File: config.mk
export PLATFORM = sky130hd
export DESIGN_NAME = cpu_alu_with_flags
export DESIGN_NICKNAME = d
export VERILOG_FILES = /design/src/rtl/caf_pkg.sv /design/src/rtl/caf_arith.sv /design/src/rtl/cpu_alu_with_flags.sv
export SDC_FILE = /design/constraint.sdc
export NUM_CORES = 1
export LEC_CHECK = 0
export BUFFER_PORTS_ARGS = -buffer_cell sky130_fd_sc_hd__buf_2
export CORE_AREA = 3 3 132 134
export CTS_CLUSTER_SIZE = 10
export DETAILED_ROUTE_END_ITERATION = 16
export DIE_AREA = 0 0 135 137
export MAX_ROUTING_LAYER = met4
export PLACE_DENSITY = 0.74
export SYNTH_ARGS = -nofsm -noshare
export SYNTH_HDL_FRONTEND = slang
export SYNTH_SLANG_ARGS = --single-unit
File: constraint.sdc
create_clock -name clock -period 4 [get_ports clock]
set_clock_uncertainty 0.15 [all_clocks]
set_input_delay 0.8 -clock clock [delete_from_list [all_inputs] [get_ports clock]]
set_output_delay 0.8 -clock clock [all_outputs]
set_load 0.05 [all_outputs]
File: src/rtl/caf_pkg.sv
// Shared types and constants for the flag-producing CPU arithmetic unit.
`default_nettype none

package caf_pkg;

   // Operation codes; codes 18 to 31 pass the operand and flags through.
   typedef enum logic [4:0] {
      ACT_ADD   = 5'd0,
      ACT_ADC   = 5'd1,
      ACT_SUB   = 5'd2,
      ACT_SBC   = 5'd3,
      ACT_AND   = 5'd4,
      ACT_XOR   = 5'd5,
      ACT_OR    = 5'd6,
      ACT_CP    = 5'd7,
      ACT_INC8  = 5'd8,
      ACT_DEC8  = 5'd9,
      ACT_DAA   = 5'd10,
      ACT_CPL   = 5'd11,
      ACT_SCF   = 5'd12,
      ACT_CCF   = 5'd13,
      ACT_ADD16 = 5'd14,
      ACT_ADDSP = 5'd15,
      ACT_INC16 = 5'd16,
      ACT_DEC16 = 5'd17
   } caf_action_type;

   // Decimal adjust corrections.
   localparam logic [8:0] DAA_LO_ADJ   = 9'h006;
   localparam logic [7:0] DAA_HI_ADJ   = 8'h60;
   localparam logic [8:0] DAA_HI_LIMIT = 9'h0a0;
   localparam logic [7:0] DAA_SUB_LO   = 8'hfa;
   localparam logic [7:0] DAA_SUB_HI   = 8'ha0;
   localparam logic [3:0] BCD_MAX      = 4'h9;

   typedef struct packed {
      logic [4:0]  action;
      logic [15:0] first_operand;
      logic [15:0] second_operand;
      logic        zero_in;
      logic        subtract_in;
      logic        half_in;
      logic        carry_in;
   } caf_req_type;

   typedef struct packed {
      logic [15:0] result;
      logic        zero_out;
      logic        subtract_out;
      logic        half_out;
      logic        carry_out;
   } caf_rsp_type;

   // Adder results handed from the arithmetic stage to the select stage.
   typedef struct packed {
      logic [4:0]  action;
      logic [15:0] x16;
      logic [7:0]  b8;
      logic        zero_in;
      logic        subtract_in;
      logic        half_in;
      logic        carry_in;
      logic [8:0]  add9;
      logic        add_half;
      logic [8:0]  sub9;
      logic        sub_half;
      logic [16:0] sum17;
      logic        half16;
      logic [15:0] sp_sum;
      logic        sp_carry;
      logic        sp_half;
      logic [8:0]  daa_lo;
      logic [7:0]  daa_sub;
   } caf_sums_type;

endpackage

`default_nettype wire

File: src/rtl/caf_arith.sv
// Arithmetic stage: the byte, word, stack-offset and decimal-adjust adders, results registered with a valid bit.
`default_nettype none

module caf_arith (
   input  wire logic                  clock,
   input  wire logic                  reset,
   input  wire logic                  valid_in,
   input  wire caf_pkg::caf_req_type  req_in,
   output logic                       valid_out,
   output caf_pkg::caf_sums_type      sums_out
);
   import caf_pkg::*;

   logic         valid_ff;
   caf_sums_type sums_ff;
   caf_sums_type sums_in;

   logic [7:0] a8;
   logic [7:0] b8;
   logic       ci_add;
   logic       ci_sub;
   logic [4:0] add_nib;
   logic [4:0] sub_nib;
   logic [12:0] nib16;
   logic [8:0] sp_lo;
   logic [4:0] sp_nib;

   always_comb begin
      a8     = req_in.first_operand[7:0];
      b8     = req_in.second_operand[7:0];
      ci_add = (req_in.action == ACT_ADC) && req_in.carry_in;
      ci_sub = (req_in.action == ACT_SBC) && req_in.carry_in;

      add_nib = {1'b0, a8[3:0]} + {1'b0, b8[3:0]} + {4'd0, ci_add};
      sub_nib = {1'b0, a8[3:0]} - {1'b0, b8[3:0]} - {4'd0, ci_sub};
      nib16   = {1'b0, req_in.first_operand[11:0]} + {1'b0, req_in.second_operand[11:0]};
      sp_lo   = {1'b0, a8} + {1'b0, b8};
      sp_nib  = {1'b0, a8[3:0]} + {1'b0, b8[3:0]};

      sums_in.action      = req_in.action;
      sums_in.x16         = req_in.first_operand;
      sums_in.b8          = b8;
      sums_in.zero_in     = req_in.zero_in;
      sums_in.subtract_in = req_in.subtract_in;
      sums_in.half_in     = req_in.half_in;
      sums_in.carry_in    = req_in.carry_in;
      sums_in.add9        = {1'b0, a8} + {1'b0, b8} + {8'd0, ci_add};
      sums_in.add_half    = add_nib[4];
      // Bit 8 of the nine-bit difference is the borrow.
      sums_in.sub9        = {1'b0, a8} - {1'b0, b8} - {8'd0, ci_sub};
      sums_in.sub_half    = sub_nib[4];
      sums_in.sum17       = {1'b0, req_in.first_operand} + {1'b0, req_in.second_operand};
      sums_in.half16      = nib16[12];
      sums_in.sp_sum      = req_in.first_operand + {{8{b8[7]}}, b8};
      sums_in.sp_carry    = sp_lo[8];
      sums_in.sp_half     = sp_nib[4];
      sums_in.daa_lo      = {1'b0, a8} +
                            (((a8[3:0] > BCD_MAX) || req_in.half_in) ? DAA_LO_ADJ : 9'd0);
      sums_in.daa_sub     = a8 + (req_in.half_in ? DAA_SUB_LO : 8'd0)
                               + (req_in.carry_in ? DAA_SUB_HI : 8'd0);
   end

   always_ff @(posedge clock) begin
      if (reset) begin
         valid_ff <= 1'b0;
      end else begin
         valid_ff <= valid_in;
      end
   end

   always_ff @(posedge clock) begin
      sums_ff <= sums_in;
   end

   assign valid_out = valid_ff;
   assign sums_out  = sums_ff;

endmodule

`default_nettype wire

File: src/rtl/cpu_alu_with_flags.sv
// Top level of the flag-producing 8/16-bit CPU arithmetic unit.
`default_nettype none

// A request is taken at each rising edge where start is high and busy is low;
// busy is high only while reset is asserted, so one request may enter every
// cycle. Each request gives exactly one response: rsp_valid pulses for one
// cycle, once the request has passed the capture, adder and select
// registers, with the new value and the Z, N, H and C flags in rsp_data.
// Responses leave in request order and cannot be held off; the receiver
// must take each one in the cycle it shows. The three-stage pipeline
// (capture, adders, select and flags) takes one request per clock. The
// unit keeps no state between requests.

module cpu_alu_with_flags (
   input  wire logic                  clock,
   input  wire logic                  reset,
   input  wire logic                  start,
   output logic                       busy,
   input  wire caf_pkg::caf_req_type  req_data,
   output logic                       rsp_valid,
   output caf_pkg::caf_rsp_type       rsp_data
);
   import caf_pkg::*;

   // Stage 1: capture the request.
   logic        req_valid_ff;
   caf_req_type req_ff;

   // Stage 2: adder results.
   logic         sums_valid;
   caf_sums_type sums;

   // Stage 3: selected result and flags.
   logic        rsp_valid_ff;
   caf_rsp_type rsp_ff;
   caf_rsp_type rsp_in;

   logic accept;

   // Hold off requests only during reset; the pipeline never stalls.
   assign busy   = reset;
   assign accept = start && !busy;

   always_ff @(posedge clock) begin
      if (reset) begin
         req_valid_ff <= 1'b0;
      end else begin
         req_valid_ff <= accept;
      end
   end

   always_ff @(posedge clock) begin
      req_ff <= req_data;
   end

   caf_arith u_arith (
      .clock     (clock),
      .reset     (reset),
      .valid_in  (req_valid_ff),
      .req_in    (req_ff),
      .valid_out (sums_valid),
      .sums_out  (sums)
   );

   // Select the value and flags for the operation; 8-bit results sit in the
   // low byte with the upper byte cleared.
   logic [7:0] a8;
   logic [7:0] res8;
   logic       daa_hi;

   always_comb begin
      a8     = sums.x16[7:0];
      res8   = 8'd0;
      daa_hi = (sums.daa_lo >= DAA_HI_LIMIT) || sums.carry_in;

      // Default: pass the operand and all flags through.
      rsp_in.result       = sums.x16;
      rsp_in.zero_out     = sums.zero_in;
      rsp_in.subtract_out = sums.subtract_in;
      rsp_in.half_out     = sums.half_in;
      rsp_in.carry_out    = sums.carry_in;

      unique case (sums.action)
         ACT_ADD, ACT_ADC: begin
            res8                = sums.add9[7:0];
            rsp_in.result       = {8'd0, res8};
            rsp_in.zero_out     = (res8 == 8'd0);
            rsp_in.subtract_out = 1'b0;
            rsp_in.half_out     = sums.add_half;
            rsp_in.carry_out    = sums.add9[8];
         end
         ACT_SUB, ACT_SBC, ACT_CP: begin
            // Compare keeps the accumulator but flags the difference.
            res8                = sums.sub9[7:0];
            rsp_in.result       = {8'd0, (sums.action == ACT_CP) ? a8 : res8};
            rsp_in.zero_out     = (res8 == 8'd0);
            rsp_in.subtract_out = 1'b1;
            rsp_in.half_out     = sums.sub_half;
            rsp_in.carry_out    = sums.sub9[8];
         end
         ACT_AND: begin
            res8                = a8 & sums.b8;
            rsp_in.result       = {8'd0, res8};
            rsp_in.zero_out     = (res8 == 8'd0);
            rsp_in.subtract_out = 1'b0;
            rsp_in.half_out     = 1'b1;
            rsp_in.carry_out    = 1'b0;
         end
         ACT_XOR, ACT_OR: begin
            res8                = (sums.action == ACT_XOR) ? (a8 ^ sums.b8) : (a8 | sums.b8);
            rsp_in.result       = {8'd0, res8};
            rsp_in.zero_out     = (res8 == 8'd0);
            rsp_in.subtract_out = 1'b0;
            rsp_in.half_out     = 1'b0;
            rsp_in.carry_out    = 1'b0;
         end
         ACT_INC8: begin
            res8                = a8 + 8'd1;
            rsp_in.result       = {8'd0, res8};
            rsp_in.zero_out     = (res8 == 8'd0);
            rsp_in.subtract_out = 1'b0;
            rsp_in.half_out     = (a8[3:0] == 4'hf);
         end
         ACT_DEC8: begin
            res8                = a8 - 8'd1;
            rsp_in.result       = {8'd0, res8};
            rsp_in.zero_out     = (res8 == 8'd0);
            rsp_in.subtract_out = 1'b1;
            rsp_in.half_out     = (a8[3:0] == 4'h0);
         end
         ACT_DAA: begin
            // After a subtract the correction was fully formed in stage 2 and
            // carry is kept; after an add finish the high-digit correction here.
            if (sums.subtract_in) begin
               res8 = sums.daa_sub;
            end else begin
               res8             = sums.daa_lo[7:0] + (daa_hi ? DAA_HI_ADJ : 8'd0);
               rsp_in.carry_out = daa_hi;
            end
            rsp_in.result   = {8'd0, res8};
            rsp_in.zero_out = (res8 == 8'd0);
            rsp_in.half_out = 1'b0;
         end
         ACT_CPL: begin
            rsp_in.result       = {8'd0, ~a8};
            rsp_in.subtract_out = 1'b1;
            rsp_in.half_out     = 1'b1;
         end
         ACT_SCF, ACT_CCF: begin
            rsp_in.result       = {8'd0, a8};
            rsp_in.subtract_out = 1'b0;
            rsp_in.half_out     = 1'b0;
            rsp_in.carry_out    = (sums.action == ACT_SCF) ? 1'b1 : !sums.carry_in;
         end
         ACT_ADD16: begin
            rsp_in.result       = sums.sum17[15:0];
            rsp_in.subtract_out = 1'b0;
            rsp_in.half_out     = sums.half16;
            rsp_in.carry_out    = sums.sum17[16];
         end
         ACT_ADDSP: begin
            // Flags come from the unsigned low-byte add, not the signed sum.
            rsp_in.result       = sums.sp_sum;
            rsp_in.zero_out     = 1'b0;
            rsp_in.subtract_out = 1'b0;
            rsp_in.half_out     = sums.sp_half;
            rsp_in.carry_out    = sums.sp_carry;
         end
         ACT_INC16: begin
            rsp_in.result = sums.x16 + 16'd1;
         end
         ACT_DEC16: begin
            rsp_in.result = sums.x16 - 16'd1;
         end
         default: begin
            rsp_in.result = sums.x16;
         end
      endcase
   end

   always_ff @(posedge clock) begin
      if (reset) begin
         rsp_valid_ff <= 1'b0;
      end else begin
         rsp_valid_ff <= sums_valid;
      end
   end

   always_ff @(posedge clock) begin
      rsp_ff <= rsp_in;
   end

   assign rsp_valid = rsp_valid_ff;
   assign rsp_data  = rsp_ff;

   // Every accepted request gives a matching response.
   a_accept_to_rsp: assert property (@(posedge clock) disable iff (reset)
      accept |-> ##3 rsp_valid)
      else $error("accepted request produced no response");

   // No response appears without an earlier accepted request.
   a_rsp_has_req: assert property (@(posedge clock) disable iff (reset)
      rsp_valid |-> $past(accept, 3))
      else $error("response without a matching request");

   // A logical and always sets half-carry and clears carry.
   a_and_flags: assert property (@(posedge clock) disable iff (reset)
      rsp_valid && ($past(req_data.action, 3) == ACT_AND)
         |-> rsp_data.half_out && !rsp_data.carry_out && !rsp_data.subtract_out)
      else $error("and produced wrong flags");

endmodule

`default_nettype wire
==> summary.txt, run 1 <==
Status: finished clean
Largest net degree at the start of global routing: 46
Min Tclk post-route: 3.74 ns
CP Capture Type: flip-flop
Row Count: 47
Post-synth top cells: dfxtp_1, ha_1, nor2_1
Iter 0 DRT Violations: 643
Worst-path cell chain: nor3_2, nand2_1, nor2_1, ha_1, a211oi_1, nor2_1, o22ai_1, o21bai_1, a311o_1, a21o_1, nand3_1
IO Port Bufs: 65
Slowest-stage cell, CP: nor2_1
Largest area contributor in the netlist: dfxtp_1
P_leak: 4.09 nW
Num CTS Buffers: 17
Max-slew violations: 0
DR WL/cell: 17.7 um
Yosys reg bits: 160
Initial antenna violation count: 0
RSZ-0062 raised after global routing: no
Total core area: 16400 um^2
Net Count, Synth: 1000
CTS tree: built
Maximum vdd drop: 0.294 mV
Critical path's top delay family: simple AND/OR/NAND/NOR gates
DIE WIDTH: 135 um
Clk buf depth: 2
Avg Synthesized Cell Area: 9.50 um^2
Antenna diodes: 0
Die Y: 137 um
Worst-margin pin slew: 1.25 ns
Data arrival, critical path: 3.96 ns
Startpoint types: flip-flop
Mapped Cells: 862
Fraction of layout cells with a size suffix above 1: 13.6%
GRT Overall Usage: 23.3%
First-pass GRT wire length: 32400 um
Max transition margin: 16.0%
Setup violations, final: 0
Vias: 6517
EDFF count, synth: 0
Final core occ: 56.7%
Detailed-placement wirelength estimate: 15500 um
Number of instances in the placed design: 1121
Post-CTS setup buffer count: 0
Area grow syn2layout: 13.7%
Vias per cell: 5.65
R2R Setup Slk: 0.26 ns
Die Area: 18500 um^2
Placer Congestion: 0.992
Worst Path Buf+Inv: 0
Netlist cell types: 79
YS warnings: 0
TritonRoute pass-1 iters: 5
Initial Util: 49.9%
PnR worst setup slack: 0.256 ns
Crit path top cell by count: nor2_1
Setup TNS: 0 ns
Max-cap violation count: 0
Power per cell area: 468 nW/um^2
Antenna-violating nets left: 0
CP Class: flip-flop to flip-flop
# DRC: 0
WP data required: 4.21 ns
Final hold violations: 0
FFs w/ async S/R, synth: 0%
Most common cell in the synthesized netlist: dfxtp_1
CP peak stage delay: 0.88 ns
Mapped cell area: 8190 um^2
I/O pins: 66
Hold buffers post-CTS: 0
Synth top area share: 39.1%
Hold Path Class: flip-flop to flip-flop
Top cells by area, synth: dfxtp_1, ha_1, xnor2_1, a21oi_1, nor2_1
H-tree levels: 4
Peak Freq: 267 MHz
Power, Total: 4.36 mW
Clock transition at path regs: 0.06 ns
Clock Tree Root: clkbuf_16
Nets@finish: 1058
# resized after CTS: 0
Worst-skew pair later-pin latency: 0.43 ns
Tcrit/Tclk final: 93.6%
Number of global-route vias before repair: 6240
Pre-CTS setup slack: 0.443 ns
Sequential area share after synthesis: 39.1%
Crit path max fanout: 15
Aggregate routed wire length: 20400 um
Synth Flop Type: dfxtp_1
Total gr overflow: 0
Clock Sinks: 160
Final non-filler cell total: 1153
[final timing paths]
| kind | startpoint | endpoint | depth (start not counted) |
|---|---|---|---|
| min | req_ff[2] | u_arith.sums_out[75] | 0 |
| min reg2reg | req_ff[2] | u_arith.sums_out[75] | 0 |
| max | u_arith.sums_out[102] | rsp_data[19] | 11 |
| max reg2reg | u_arith.sums_out[102] | rsp_data[19] | 11 |
[cells by family after synthesis]
| family | synth area share (%) |
|---|---|
| simple gates | 14.3 |
| compound gates | 17.6 |
| flops | 39.1 |
| fa+ha+maj | 15.0 |
| buf+inv | 4.28 |
| xor+xnor | 7.38 |
| mux | 2.26 |
[layer usage]
| metal | up-vias | wire [um] | GRT usage [%] |
|---|---|---|---|
| met3 | 32 | 1350 | 5.55 |
| met2 | 244 | 9340 | 36.0 |
| met4 | 0 | 397 | 6.83 |
| li1 | 3217 | - | - |
| met5 | - | 0 | - |
| met1 | 3024 | 9270 | 30.6 |
[layout by cell type (no fill, tap or decap), types with 4 or more instances in the layout]
master / instances
dfxtp_1: 160
inv_1: 50
o21ai_0: 40
clkbuf_16: 17
nand4_1: 6
nand2b_1: 12
ha_1: 87
buf_4: 7
xnor2_1: 48
nor2_1: 56
o21bai_1: 8
fa_1: 7
mux2_2: 4
a22oi_1: 7
o22ai_1: 9
nor3b_1: 4
o21a_1: 7
nand3_1: 32
o211ai_1: 8
buf_2: 65
a21oi_1: 51
nor4_1: 22
a21o_1: 15
a31oi_1: 9
and3_1: 9
nand2_1: 39
inv_6: 5
nor2b_1: 8
nor3_1: 13
mux2i_1: 14
xor2_1: 21
a211oi_1: 7
[flip-flops by register name (all words and copies together) (netlist names)]
register	count
req_valid_ff	1
u_arith.valid_out	1
rsp_valid	1
rsp_data	20
req_ff	41
u_arith.sums_out	96
[metrics by stage]
stage | hold slack [ns] | area (um^2)
finish | 0.180 | 9300
global route | 0.194 | 9300
CTS | 0.183 | 9300
detailed placement | 0.169 | 8690
global placement | 0.165 | 8690
floorplan | 0.160 | 8190
[layout make-up]
cell class,instances,area (um^2)
flip-flops and latches,160,3200
clock inverters,13,174
fillers,1449,7100
multi-input cells,616,4630
clock buffers,19,443
repair buffers,72,378
inverters,53,199
well taps,220,275
[report_power, final]
part           total, mW  internal (mW)  switching, mW  leakage, nW
clock network       1.68           1.01          0.671        0.297
logic              0.757          0.305          0.451         2.45
registers           1.92           1.79          0.129         1.35
(Power assumes the default switching activity.)
==> run 2: changes to the inputs <==
--- a/config.mk
+++ b/config.mk
@@ -7,10 +7,10 @@
 export LEC_CHECK = 0
 export BUFFER_PORTS_ARGS = -buffer_cell sky130_fd_sc_hd__buf_2
 export CORE_AREA = 3 3 132 134
+export CTS_BUF_LIST = sky130_fd_sc_hd__clkbuf_4
 export CTS_CLUSTER_SIZE = 10
 export DETAILED_ROUTE_END_ITERATION = 16
 export DIE_AREA = 0 0 135 137
-export MAX_ROUTING_LAYER = met4
 export PLACE_DENSITY = 0.74
 export SYNTH_ARGS = -nofsm -noshare
 export SYNTH_HDL_FRONTEND = slang
==> run 2 against run 1 <==
Net effect: die area unchanged; highest routed layer unchanged; routed wire length up 0.97%; cell area down 3.9%; setup slack better by 0.015 ns; clock power down 46%; largest power group unchanged; non-clock buffer count unchanged; critical path type unchanged.
==> summary.txt, run 2 (synthesis results as in run 1) <==
Status: finished clean (unchanged)
Antenna diodes: 0 (unchanged)
Setup TNS: 0 ns (unchanged)
Most frequent cells in the layout: dfxtp_1, ha_1, buf_2 (unchanged)
Clock Tree Root: clkbuf_4 (was clkbuf_16)
Initial Util: 49.9% (unchanged)
Total gr overflow: 0 (unchanged)
# DRC: 0 (unchanged)
Vias per cell: 5.72 (was 5.65)
Num CTS Buffers: 17 (unchanged)
Total core area: 16400 um^2 (unchanged)
Min Tclk post-route: 3.73 ns (was 3.74 ns)
Net switching fraction of the power: 32.8% (was 28.7%)
Peak Freq: 268 MHz (was 267 MHz)
Die Area: 18500 um^2 (unchanged)
I/O pins: 66 (unchanged)
Final hold violations: 0 (unchanged)
Data arrival, critical path: 4.09 ns (was 3.96 ns)
H-tree levels: 4 (unchanged)
Placer Congestion: 0.955 (was 0.992)
RSZ-0062 raised after global routing: no (unchanged)
Area grow syn2layout: 9.28% (was 13.7%)
Die Y: 137 um (unchanged)
Initial antenna violation count: 0 (unchanged)
Hold buffers post-CTS: 0 (unchanged)
Max transition margin: 15.1% (was 16.0%)
Tcrit/Tclk final: 93.2% (was 93.6%)
CP Capture Type: flip-flop (unchanged)
Detailed-placement wirelength estimate: 15600 um (was 15500 um)
Fraction of layout cells with a size suffix above 1: 13.5% (was 13.6%)
Startpoint types: flip-flop (unchanged)
Iter 0 DRT Violations: 628 (was 643)
Worst-skew pair later-pin latency: 0.57 ns (was 0.43 ns)
Row Count: 47 (unchanged)
Largest net degree at the start of global routing: 46 (unchanged)
Post-CTS setup buffer count: 0 (unchanged)
DR WL/cell: 17.8 um (was 17.7 um)
Nets@finish: 1058 (unchanged)
Max-cap violation count: 0 (unchanged)
Worst-path cell chain: nor3_2, nand2_1, nor2_1, ha_1, o21ai_1, a21boi_0, o22ai_1, o21bai_1, a311o_1, a21o_1, nand3_1 (was nor3_2, nand2_1, nor2_1, ha_1, a211oi_1, nor2_1, o22ai_1, o21bai_1, a311o_1, a21o_1, nand3_1)
Clk buf depth: 2 (unchanged)
Hold Path Class: input pin to flip-flop (was flip-flop to flip-flop)
Number of global-route vias before repair: 6235 (was 6240)
Aggregate routed wire length: 20600 um (was 20400 um)
Final hold slack: 0.170 ns (was 0.180 ns)
Clock power share: 25.4% (was 38.6%)
Vias: 6588 (was 6517)
Antenna-violating nets left: 0 (unchanged)
Int Pwr: 2.41 mW (was 3.11 mW)
Power per cell area: 401 nW/um^2 (was 468 nW/um^2)
WP data required: 4.36 ns (was 4.21 ns)
Largest register FFs: 96 (unchanged)
CP Class: flip-flop to flip-flop (unchanged)
P_leak: 3.93 nW (was 4.09 nW)
Comb power frac: 21.1% (was 17.4%)
IO Port Bufs: 65 (unchanged)
Clock Sinks: 160 (unchanged)
CP peak stage delay: 0.91 ns (was 0.88 ns)
Crit path max fanout: 15 (unchanged)
CTS tree: built (unchanged)
TritonRoute pass-1 iters: 5 (unchanged)
Design area: 8940 um^2 (was 9300 um^2)
Slowest-stage cell, CP: nor2_1 (unchanged)
Clock transition at path regs: 0.14 ns (was 0.06 ns)
Worst-margin pin slew: 1.26 ns (was 1.25 ns)
Sw power: 1.17 mW (was 1.25 mW)
Maximum vdd drop: 0.196 mV (was 0.294 mV)
# resized after CTS: 0 (unchanged)
Max-slew violations: 0 (unchanged)
Commonest non-fill, non-tap cell in the layout: dfxtp_1 (unchanged)
GRT Overall Usage: 22.7% (was 23.3%)
First-pass GRT wire length: 32700 um (was 32400 um)
Setup violations, final: 0 (unchanged)
Sequential power share: 53.5% (was 44.0%)
Post-DP Area: 8690 um^2 (unchanged)
DIE WIDTH: 135 um (unchanged)
## run 2: cell count changes in the layout (fill, tap and decap cells not counted), sizes merged
cell | previous run | this run
bufinv | 3 | 1
inv | 59 | 60
clkinvlp | 2 | 3
clkbuf | 19 | 17
clkinv | 2 | 3
## run 2: worst paths after layout
path / startpoint / endpoint / slack [ns] / depth (start not counted)
max: u_arith.sums_out[104] / rsp_data[19] / 0.27 / 11
min reg2reg: req_ff[3] / u_arith.sums_out[76] / 0.20 / 0
min: req_data[11] / req_ff[11] / 0.17 / 1
max reg2reg: u_arith.sums_out[104] / rsp_data[19] / 0.27 / 11
## run 2: per-stage QoR
| stage | utilization (%) | std cells | power (mW) | setup WS, ns |
|---|---|---|---|---|
| after floorplan | - | 862 | 2.48 | 0.186 |
| after global placement | 52.9 | 1121 | 2.68 | 0.494 |
| after detailed placement | 52.9 | 1121 | 2.70 | 0.441 |
| after CTS | 54.5 | 1152 | 3.60 | 0.395 |
| after global routing | 54.5 | 1152 | 3.78 | 0.0533 |
| final | 54.5 | 1152 | 3.58 | 0.271 |
## run 2: critical path: cells and delay by family (launching register included)
family | cells | cell delay (ns)
AO/OA/AOI/OAI | 6 | 1.45
adder cells (fa/ha/maj) | 1 | 0.44
flip-flops | 1 | 0.36
AND/OR/NAND/NOR | 4 | 1.28
## run 2: per-layer routing
layer / vias to the layer above / GRT usage [%] / routed length (um)
li1: 3226 / - / -
met1: 3055 / 31.0 / 9190
met2: 252 / 35.7 / 9240
met3: 55 / 4.12 / 1390
met4: 0 / 9.35 / 744
met5: - / 0 / 0
## run 2: layout make-up
type                    count  area, um^2
well taps                 220         275
flip-flops and latches    160        3200
fillers                  1470        7460
clock inverters            14         130
multi-input cells         616        4630
repair buffers             72         378
clock buffers              17         128
inverters                  53         199
## run 2: power by group through the flow
stage          sequential, mW  combinational [mW]  clock (mW)
6_report                 1.92               0.756       0.910
3_3_place_gp             1.95               0.734           0
4_1_cts                  1.91               0.751       0.934
2_1_floorplan            1.98               0.503           0
3_5_place_dp             1.95               0.746           0
5_1_grt                  1.94               0.833        1.01
